<file path="src/nbbsr_pkg.sv">
// Package for the nine-bit bus slave receiver: request types, codes and checksum step.
package nbbsr_pkg;

    // Request codes on the input channel
    localparam logic [1:0] OP_WORD    = 2'd0;
    localparam logic [1:0] OP_TIMEOUT = 2'd1;
    localparam logic [1:0] OP_UART    = 2'd2;

    // Result kinds
    localparam logic [1:0] KIND_ACK    = 2'd0;
    localparam logic [1:0] KIND_DATA   = 2'd1;
    localparam logic [1:0] KIND_ACCEPT = 2'd2;
    localparam logic [1:0] KIND_ABORT  = 2'd3;

    // Abort reasons
    localparam logic [2:0] ABT_RX_ERR    = 3'd0;
    localparam logic [2:0] ABT_STRAY_NB  = 3'd1;
    localparam logic [2:0] ABT_HDR_CHK   = 3'd2;
    localparam logic [2:0] ABT_ECHO      = 3'd3;
    localparam logic [2:0] ABT_TOO_LONG  = 3'd4;
    localparam logic [2:0] ABT_DATA_CHK  = 3'd5;

    // Configuration register indexes
    localparam int          CFG_IDX_W       = 1;
    localparam logic [0:0]  CFG_OWN_ADDRESS = 1'd0;
    localparam logic [0:0]  CFG_MAX_DATA_LEN = 1'd1;

    // Reset values and limits
    localparam logic [7:0] OWN_ADDRESS_RST  = 8'd255;
    localparam logic [7:0] MAX_DATA_LEN_RST = 8'd20;
    localparam logic [7:0] CHK_SEED         = 8'hFF;
    localparam logic [2:0] START_LIMIT      = 3'd5;

    // Input request
    typedef struct packed {
        logic [1:0] op;
        logic [7:0] word_data;
        logic       ninth_bit;
    } t_rx_in;

    // Result item
    typedef struct packed {
        logic [1:0] kind;
        logic [7:0] byte_value;
        logic [7:0] sender;
        logic [7:0] command;
        logic [7:0] length;
        logic       repeated;
        logic [2:0] abort_reason;
    } t_rx_out;

    // One checksum step: XOR then rotate right by one
    function automatic logic [7:0] chk_next(input logic [7:0] chk, input logic [7:0] b);
        logic [7:0] x;
        x = chk ^ b;
        return {x[0], x[7:1]};
    endfunction

endpackage

</file>
<file path="src/nine_bit_bus_slave_receiver.sv">
// Top level: slave receiver for a multidrop nine-bit bus.
//
// Usage
//   Input channel (i_in_valid / o_in_ready / i_in_data) carries one request
//   per received bus word, receive timeout or UART error. Output channel
//   (o_out_valid / i_out_ready / o_out_data) carries ack bytes to transmit,
//   tentative data bytes, and packet accept or abort notices.
//   Configuration is a plain write port (i_cfg_we, i_cfg_idx, i_cfg_data):
//   index 0 is the own address, index 1 the largest data length.
// Timing
//   A request is decoded in the cycle it is accepted; its result, if any,
//   sits in the output register from the next cycle on. One request per cycle
//   is taken while o_in_ready is high; the phase update is a single pass of
//   the decode logic between the state registers and the result register.
// Stalls and reset
//   o_in_ready stays high while the output register is empty or being
//   drained in the same cycle; a held result blocks further requests only
//   while i_out_ready is low. Reset empties the output register, returns
//   the receiver to idle and restores the configuration defaults.
module nine_bit_bus_slave_receiver (
    input  logic                            i_clk,
    input  logic                            i_rst_n,
    input  logic                            i_cfg_we,
    input  logic [nbbsr_pkg::CFG_IDX_W-1:0] i_cfg_idx,
    input  logic [7:0]                      i_cfg_data,
    input  logic                            i_in_valid,
    output logic                            o_in_ready,
    input  nbbsr_pkg::t_rx_in               i_in_data,
    output logic                            o_out_valid,
    input  logic                            i_out_ready,
    output nbbsr_pkg::t_rx_out              o_out_data
);
    import nbbsr_pkg::*;

    // Phase codes
    localparam logic [3:0] PH_IDLE   = 4'd0;
    localparam logic [3:0] PH_SENDER = 4'd1;
    localparam logic [3:0] PH_HCHK   = 4'd2;
    localparam logic [3:0] PH_HECHO  = 4'd3;
    localparam logic [3:0] PH_SEQ    = 4'd4;
    localparam logic [3:0] PH_CMD    = 4'd5;
    localparam logic [3:0] PH_LEN    = 4'd6;
    localparam logic [3:0] PH_DATA   = 4'd7;
    localparam logic [3:0] PH_DCHK   = 4'd8;
    localparam logic [3:0] PH_DECHO  = 4'd9;

    logic [7:0] r_own_addr, r_max_len;
    logic [3:0] r_phase, n_phase;
    logic [7:0] r_chk, n_chk;
    logic [7:0] r_echo, n_echo;
    logic [7:0] r_sender, n_sender;
    logic [7:0] r_command, n_command;
    logic [7:0] r_length, n_length;
    logic [7:0] r_seen, n_seen;
    logic [7:0] r_seq, n_seq;
    logic [7:0] r_st_seq, n_st_seq;
    logic       r_st_valid, n_st_valid;
    logic [7:0] r_st_sender, n_st_sender;
    logic [2:0] r_start_cnt, n_start_cnt;
    logic       r_out_valid;
    t_rx_out    r_out, n_out;
    logic       res_v;
    logic       do_abort;
    logic [2:0] ab_reason;
    logic       accept;
    logic [7:0] d;
    logic       nb;
    logic [7:0] seen_inc;

    assign o_in_ready  = !r_out_valid || i_out_ready;
    assign accept      = i_in_valid && o_in_ready;
    assign o_out_valid = r_out_valid;
    assign o_out_data  = r_out;
    assign d           = i_in_data.word_data;
    assign nb          = i_in_data.ninth_bit;
    assign seen_inc    = r_seen + 8'd1;

    // Per-request decode and phase update
    always_comb begin
        n_phase     = r_phase;
        n_chk       = r_chk;
        n_echo      = r_echo;
        n_sender    = r_sender;
        n_command   = r_command;
        n_length    = r_length;
        n_seen      = r_seen;
        n_seq       = r_seq;
        n_st_seq    = r_st_seq;
        n_st_valid  = r_st_valid;
        n_st_sender = r_st_sender;
        n_start_cnt = r_start_cnt;
        n_out       = '0;
        res_v       = 1'b0;
        do_abort    = 1'b0;
        ab_reason   = ABT_RX_ERR;
        if (accept) begin
            if (r_phase == PH_IDLE) begin
                // an address word equal to the own address opens a packet; nothing else does
                if (i_in_data.op == OP_WORD && nb) begin
                    if (r_start_cnt > START_LIMIT) begin
                        n_st_valid = 1'b0;
                    end else begin
                        n_start_cnt = r_start_cnt + 3'd1;
                    end
                    if (d == r_own_addr) begin
                        n_chk   = chk_next(CHK_SEED, r_own_addr);
                        n_phase = PH_SENDER;
                    end
                end
            end else if (i_in_data.op != OP_WORD) begin
                do_abort  = 1'b1;
                ab_reason = ABT_RX_ERR;
            end else begin
                case (r_phase)
                    PH_SENDER, PH_SEQ, PH_CMD: begin
                        if (nb) begin
                            do_abort  = 1'b1;
                            ab_reason = ABT_STRAY_NB;
                        end else begin
                            n_chk = chk_next(r_chk, d);
                            case (r_phase)
                                PH_SENDER: begin
                                    n_sender = d;
                                    n_phase  = PH_HCHK;
                                end
                                PH_SEQ: begin
                                    n_seq   = d;
                                    n_phase = PH_CMD;
                                end
                                default: begin
                                    n_command = d;
                                    n_phase   = PH_LEN;
                                end
                            endcase
                        end
                    end
                    PH_HCHK, PH_DCHK: begin
                        if (nb || d != r_chk) begin
                            do_abort  = 1'b1;
                            ab_reason = (r_phase == PH_HCHK) ? ABT_HDR_CHK : ABT_DATA_CHK;
                        end else begin
                            // send the inverted checksum and expect it back
                            n_echo         = ~r_chk;
                            res_v          = 1'b1;
                            n_out.kind     = KIND_ACK;
                            n_out.byte_value = ~r_chk;
                            n_phase        = (r_phase == PH_HCHK) ? PH_HECHO : PH_DECHO;
                        end
                    end
                    PH_HECHO: begin
                        if (nb || d != r_echo) begin
                            do_abort  = 1'b1;
                            ab_reason = ABT_ECHO;
                        end else begin
                            n_phase = PH_SEQ;
                        end
                    end
                    PH_LEN: begin
                        if (nb) begin
                            do_abort  = 1'b1;
                            ab_reason = ABT_STRAY_NB;
                        end else begin
                            n_length = d;
                            n_chk    = chk_next(r_chk, d);
                            if (d > r_max_len) begin
                                do_abort  = 1'b1;
                                ab_reason = ABT_TOO_LONG;
                            end else begin
                                n_seen  = 8'd0;
                                n_phase = (d == 8'd0) ? PH_DCHK : PH_DATA;
                            end
                        end
                    end
                    PH_DATA: begin
                        if (nb) begin
                            do_abort  = 1'b1;
                            ab_reason = ABT_STRAY_NB;
                        end else begin
                            n_chk  = chk_next(r_chk, d);
                            n_seen = seen_inc;
                            if (seen_inc >= r_length) begin
                                n_phase = PH_DCHK;
                            end
                            res_v            = 1'b1;
                            n_out.kind       = KIND_DATA;
                            n_out.byte_value = d;
                        end
                    end
                    PH_DECHO: begin
                        if (nb || d != r_echo) begin
                            do_abort  = 1'b1;
                            ab_reason = ABT_ECHO;
                        end else begin
                            // accept; repeat check against the previous packet
                            res_v          = 1'b1;
                            n_out.kind     = KIND_ACCEPT;
                            n_out.sender   = r_sender;
                            n_out.command  = r_command;
                            n_out.length   = r_length;
                            n_out.repeated = r_st_valid && (r_st_seq == r_seq) &&
                                             (r_st_sender == r_sender);
                            n_st_seq       = r_seq;
                            n_st_sender    = r_sender;
                            n_st_valid     = 1'b1;
                            n_phase        = PH_IDLE;
                        end
                    end
                    default: begin
                        n_phase = PH_IDLE;
                    end
                endcase
            end
            // abort notice overrides anything set above
            if (do_abort) begin
                n_out              = '0;
                res_v              = 1'b1;
                n_out.kind         = KIND_ABORT;
                n_out.abort_reason = ab_reason;
                n_phase            = PH_IDLE;
            end
        end
    end

    // Configuration registers
    always_ff @(posedge i_clk) begin
        if (!i_rst_n) begin
            r_own_addr <= OWN_ADDRESS_RST;
            r_max_len  <= MAX_DATA_LEN_RST;
        end else if (i_cfg_we) begin
            case (i_cfg_idx)
                CFG_OWN_ADDRESS:  r_own_addr <= i_cfg_data;
                CFG_MAX_DATA_LEN: r_max_len  <= i_cfg_data;
                default: ;
            endcase
        end
    end

    // Receiver state
    always_ff @(posedge i_clk) begin
        if (!i_rst_n) begin
            r_phase     <= PH_IDLE;
            r_chk       <= CHK_SEED;
            r_echo      <= 8'd0;
            r_sender    <= 8'd0;
            r_command   <= 8'd0;
            r_length    <= 8'd0;
            r_seen      <= 8'd0;
            r_seq       <= 8'd0;
            r_st_seq    <= 8'd0;
            r_st_valid  <= 1'b0;
            r_st_sender <= 8'd0;
            r_start_cnt <= 3'd0;
        end else begin
            r_phase     <= n_phase;
            r_chk       <= n_chk;
            r_echo      <= n_echo;
            r_sender    <= n_sender;
            r_command   <= n_command;
            r_length    <= n_length;
            r_seen      <= n_seen;
            r_seq       <= n_seq;
            r_st_seq    <= n_st_seq;
            r_st_valid  <= n_st_valid;
            r_st_sender <= n_st_sender;
            r_start_cnt <= n_start_cnt;
        end
    end

    // Output register
    always_ff @(posedge i_clk) begin
        if (!i_rst_n) begin
            r_out_valid <= 1'b0;
        end else if (o_in_ready) begin
            r_out_valid <= res_v;
        end
    end

    always_ff @(posedge i_clk) begin
        if (o_in_ready && res_v) begin
            r_out <= n_out;
        end
    end

endmodule

</file>
<file path="config.mk">
export PLATFORM = sky130hd
export DESIGN_NAME = nine_bit_bus_slave_receiver
export DESIGN_NICKNAME = d
export VERILOG_FILES = /design/src/nbbsr_pkg.sv /design/src/nine_bit_bus_slave_receiver.sv
export SDC_FILE = /design/constraint.sdc
export NUM_CORES = 1
export LEC_CHECK = 0
export ABC_AREA = 1
export BUFFER_PORTS_ARGS = -buffer_cell sky130_fd_sc_hd__buf_2
export CAP_MARGIN = 20
export CELL_PAD_IN_SITES_DETAIL_PLACEMENT = 0
export CELL_PAD_IN_SITES_GLOBAL_PLACEMENT = 1
export CORE_MARGIN = 2
export CORE_UTILIZATION = 40
export DETAILED_ROUTE_END_ITERATION = 8
export PLACE_DENSITY = 0.87
export REMOVE_ABC_BUFFERS = 1
export SYNTH_ARGS = -nofsm -noshare
export SYNTH_HDL_FRONTEND = slang
export SYNTH_SLANG_ARGS = --single-unit
</file>
<file path="constraint.sdc">
create_clock -name i_clk -period 2.95 [get_ports i_clk]
set_clock_uncertainty 0.2 [all_clocks]
set_input_delay 0.59 -clock i_clk [delete_from_list [all_inputs] [get_ports i_clk]]
set_output_delay 0.59 -clock i_clk [all_outputs]
set_load 0.01 [all_outputs]
</file>
==> results.txt <==
The worst setup path is of the register to register kind. Setup repair after global routing left no endpoint under its margin. The power density over the cells came out at 851 mW/mm^2. The final period utilization came out at between 90% and 100%. The most used flip-flop cell after synthesis is dfxtp_1. The clock root buffer is clkbuf_16.

The count of cell types in the netlist came out at 47. Across the run, the number of max-cap violations was 0. Yosys mapped a number of flops with a built-in enable equal to 38. The die boundary width came out at ~130 microns.

In this run the standard cell core region covers approximately 0.016 sq mm. The global-route wire length before repair is between 20000 and 30000 microns. The layout cell share with drive strength beyond 1 came out at roughly a fifth. The worst setup path is launched from a register. The final cell count without fillers is ~1.1k. The library cell used most frequently in the layout, excluding fill and tap cells, is nand2_1.

The total number of placement rows came out at 46. The critical path startpoint is r_seen[0]. The post-route cell area is between 0.007 and 0.008 sq mm. The post-cts hold buffer count came out at 0.

The starting density of the core is slightly above 40%. The startpoint identified for the worst register-to-register timing path is r_seen[0]. The total count of hold-check failures in the final report was 0.

The synthesis warning total came out at 0. The overall routed net length came out at ~16000 microns. The full die area is around 0.018 sq mm. The peak fanout along the critical path is 8. The post-CTS clock slew at the launch and capture registers of the worst setup and hold paths is ~0.060 ns.

The DRC violation total after the first TritonRoute iteration is 408. The number of antenna violations at the first check in global routing was 0. In the final routed layout, each cell accounts on average for about 14 microns.

The register area share after synthesis came out at between 40% and 50%. The worst hold path belongs to the class primary input to register. The sink count of the clock tree is 135. The final cell utilization of the core came out at approximately half.

In the layout the commonest cells are 129 x nand2_1, 108 x inv_1, 97 x dfxtp_1. The die height came out at about 130 microns. The number of buffers on the longest clock path came out at 2. The final routed DRC violation total is 0. TritonCTS built the clock tree. VDD sags by at most 0.532 mV. The number of max-slew violations in the final report came out at 0.

The first detailed-routing pass took 5 iterations. The final-layout setup total negative slack is 0 ns. A synthesized cell averages between 8 and 9 sq um. The worst slew margin relative to its limit came out at about three fifths. The synthesized instance count is 798. Data arrives at the worst endpoint at roughly 2.8 ns. Using the TritonRoute via totals, the vias-per-cell ratio works out to about 5. The measured slew at the worst slew-check pin came out at 0.587 ns. The global router's overall resource usage came out at between 10% and 20%.

The count of input and output buffers came out at 64. The routed via count came out at 5459. The final estimated routing congestion in global placement came out at ~0.87. The overall power came out at 6.58 mW.

Summed over all cells, the static leakage comes to about 3.3 nW. The flip-flop count of the largest register, all copies and words added is 38. The H-tree depth came out at 4. The count of nets left with antenna violations once routing finished came out at 0.

Clock tree synthesis inserted a total of 17 buffers. The synthesized cell area is between 0.006 and 0.007 sq mm. The total placed instance area came out at approximately 0.0072 sq mm. STA classifies the critical path endpoint as a register.

The number of cells after detailed placement is 1065. 0 antenna diodes ended up in the layout. The number of register bits inferred by synthesis is roughly 140.

The number of top-level pins is 65. The via count of the first global-routing pass came out at slightly above 5k. Entering global routing, the biggest net connects 59 pins. The minimum clock period after layout came out at about 2.7 ns. The synthesis-to-layout area growth is 17.1%. The required time of the worst setup path came out at a little over 3 ns. The async set-reset flop share out of synthesis came out at 0%.

The half-perimeter wire length of the detailed placement result is 11300 microns. The worst-skew pair later-pin latency came out at around 0.43 ns. The final net count is ~900. The number of setup violations in the final report came out at 0. The run finished with clean final reports. For this run the aggregate overflow at the end of global routing stands at 0. The maximum clock rate came out at ~380 MHz. In this run the most critical hold path is launched from i_cfg_data[0].
## area by class of cell
cell class	instances	area (sq um)
clock inverters	11	68.8
flip-flops and latches	135	3080
well taps	216	270
fillers	1625	8270
multi-input cells	515	2930
clock buffers	21	483
repair buffers	77	430
inverters	122	463
## cell usage after synthesis, types with 4 or more instances
master      n  area (sq um)
inv_1     108           405
a221oi_1    4          35.0
a21oi_1    47           235
edfxtp_1   38          1140
nand3_1    19          95.1
ha_1       19           238
nand4_1    13          81.3
buf_2       8          40.0
nand2_2     5          31.3
o22ai_1     6          37.5
dfxtp_1    97          1940
a211oi_1   33           248
a22oi_1    13          97.6
o21ai_1     6          30.0
nor2_4      8          90.1
o21ai_0    45           225
nand2_4     4          45.0
nor2_2     15          93.8
o211ai_1   16           120
nand2_1   130           488
inv_2      10          37.5
nor2_1     93           349
xor2_1     11          96.3
clkbuf_1   13          48.8
## through the flow
stage / worst slack, ns / hold WS (ns)
6_report: 0.293 / 0.186
5_1_grt: 0.0291 / 0.189
4_1_cts: 0.205 / 0.175
3_5_place_dp: 0.193 / 0.257
3_3_place_gp: 0.203 / 0.253
2_1_floorplan: -0.0769 / 0.233
## routing by layer
metal / vias to the layer above / part of all wire [%] / track usage, %
met5: - / 0 / 0
li1: 2811 / - / -
met1: 2489 / 48 / 24.6
met3: 23 / 4.4 / 4.18
met2: 136 / 46 / 28.8
met4: 0 / 2.1 / 6.99
## path summary, 6_finish.rpt
kind,endpoint,slack [ns],cells after the start
worst max register to register,r_phase[2],0.29,14
worst min-delay path,r_own_addr[0],0.19,3
worst max-delay path,r_phase[2],0.29,14
worst min register to register,r_max_len[6],0.26,2
## critical path, stage by stage (launching register included)
cell and delay (ns):
dfxtp_1 0.41, nand2_1 0.09, nor2_2 0.12, nand3_1 0.11, nand3b_1 0.18, xor2_1 0.14, inv_1 0.07, ha_1 0.28
a21oi_1 0.15, o21a_1 0.15, nand4_1 0.17, nor2_2 0.17, nor2_4 0.07, o21ai_0 0.16, a21oi_1 0.05
## where the power goes
part	leakage, nW	switching, mW	internal, mW
clock network	0.274	0.805	1.17
logic	1.88	1.44	0.690
registers	1.15	0.125	2.35
total	3.31	2.37	4.20
## logic make-up after synthesis
kind of cell,Yosys count,share of synthesized area (%)
XOR/XNOR,13,1.73
AO/OA/AOI/OAI,178,16.5
adder cells (fa/ha/maj),19,3.60
AND/OR/NAND/NOR,305,22.4
buffers and inverters,148,9.05
flip-flops,135,46.7
## repair_timing
action | 4_1_cts | 5_1_grt
setup endpoints to repair | 0 | 4
setup buffers | 0 | 0
hold endpoints to repair | 0 | 0
gates resized for setup | 0 | 3
No activity file was read; power rests on OpenSTA's default activity.
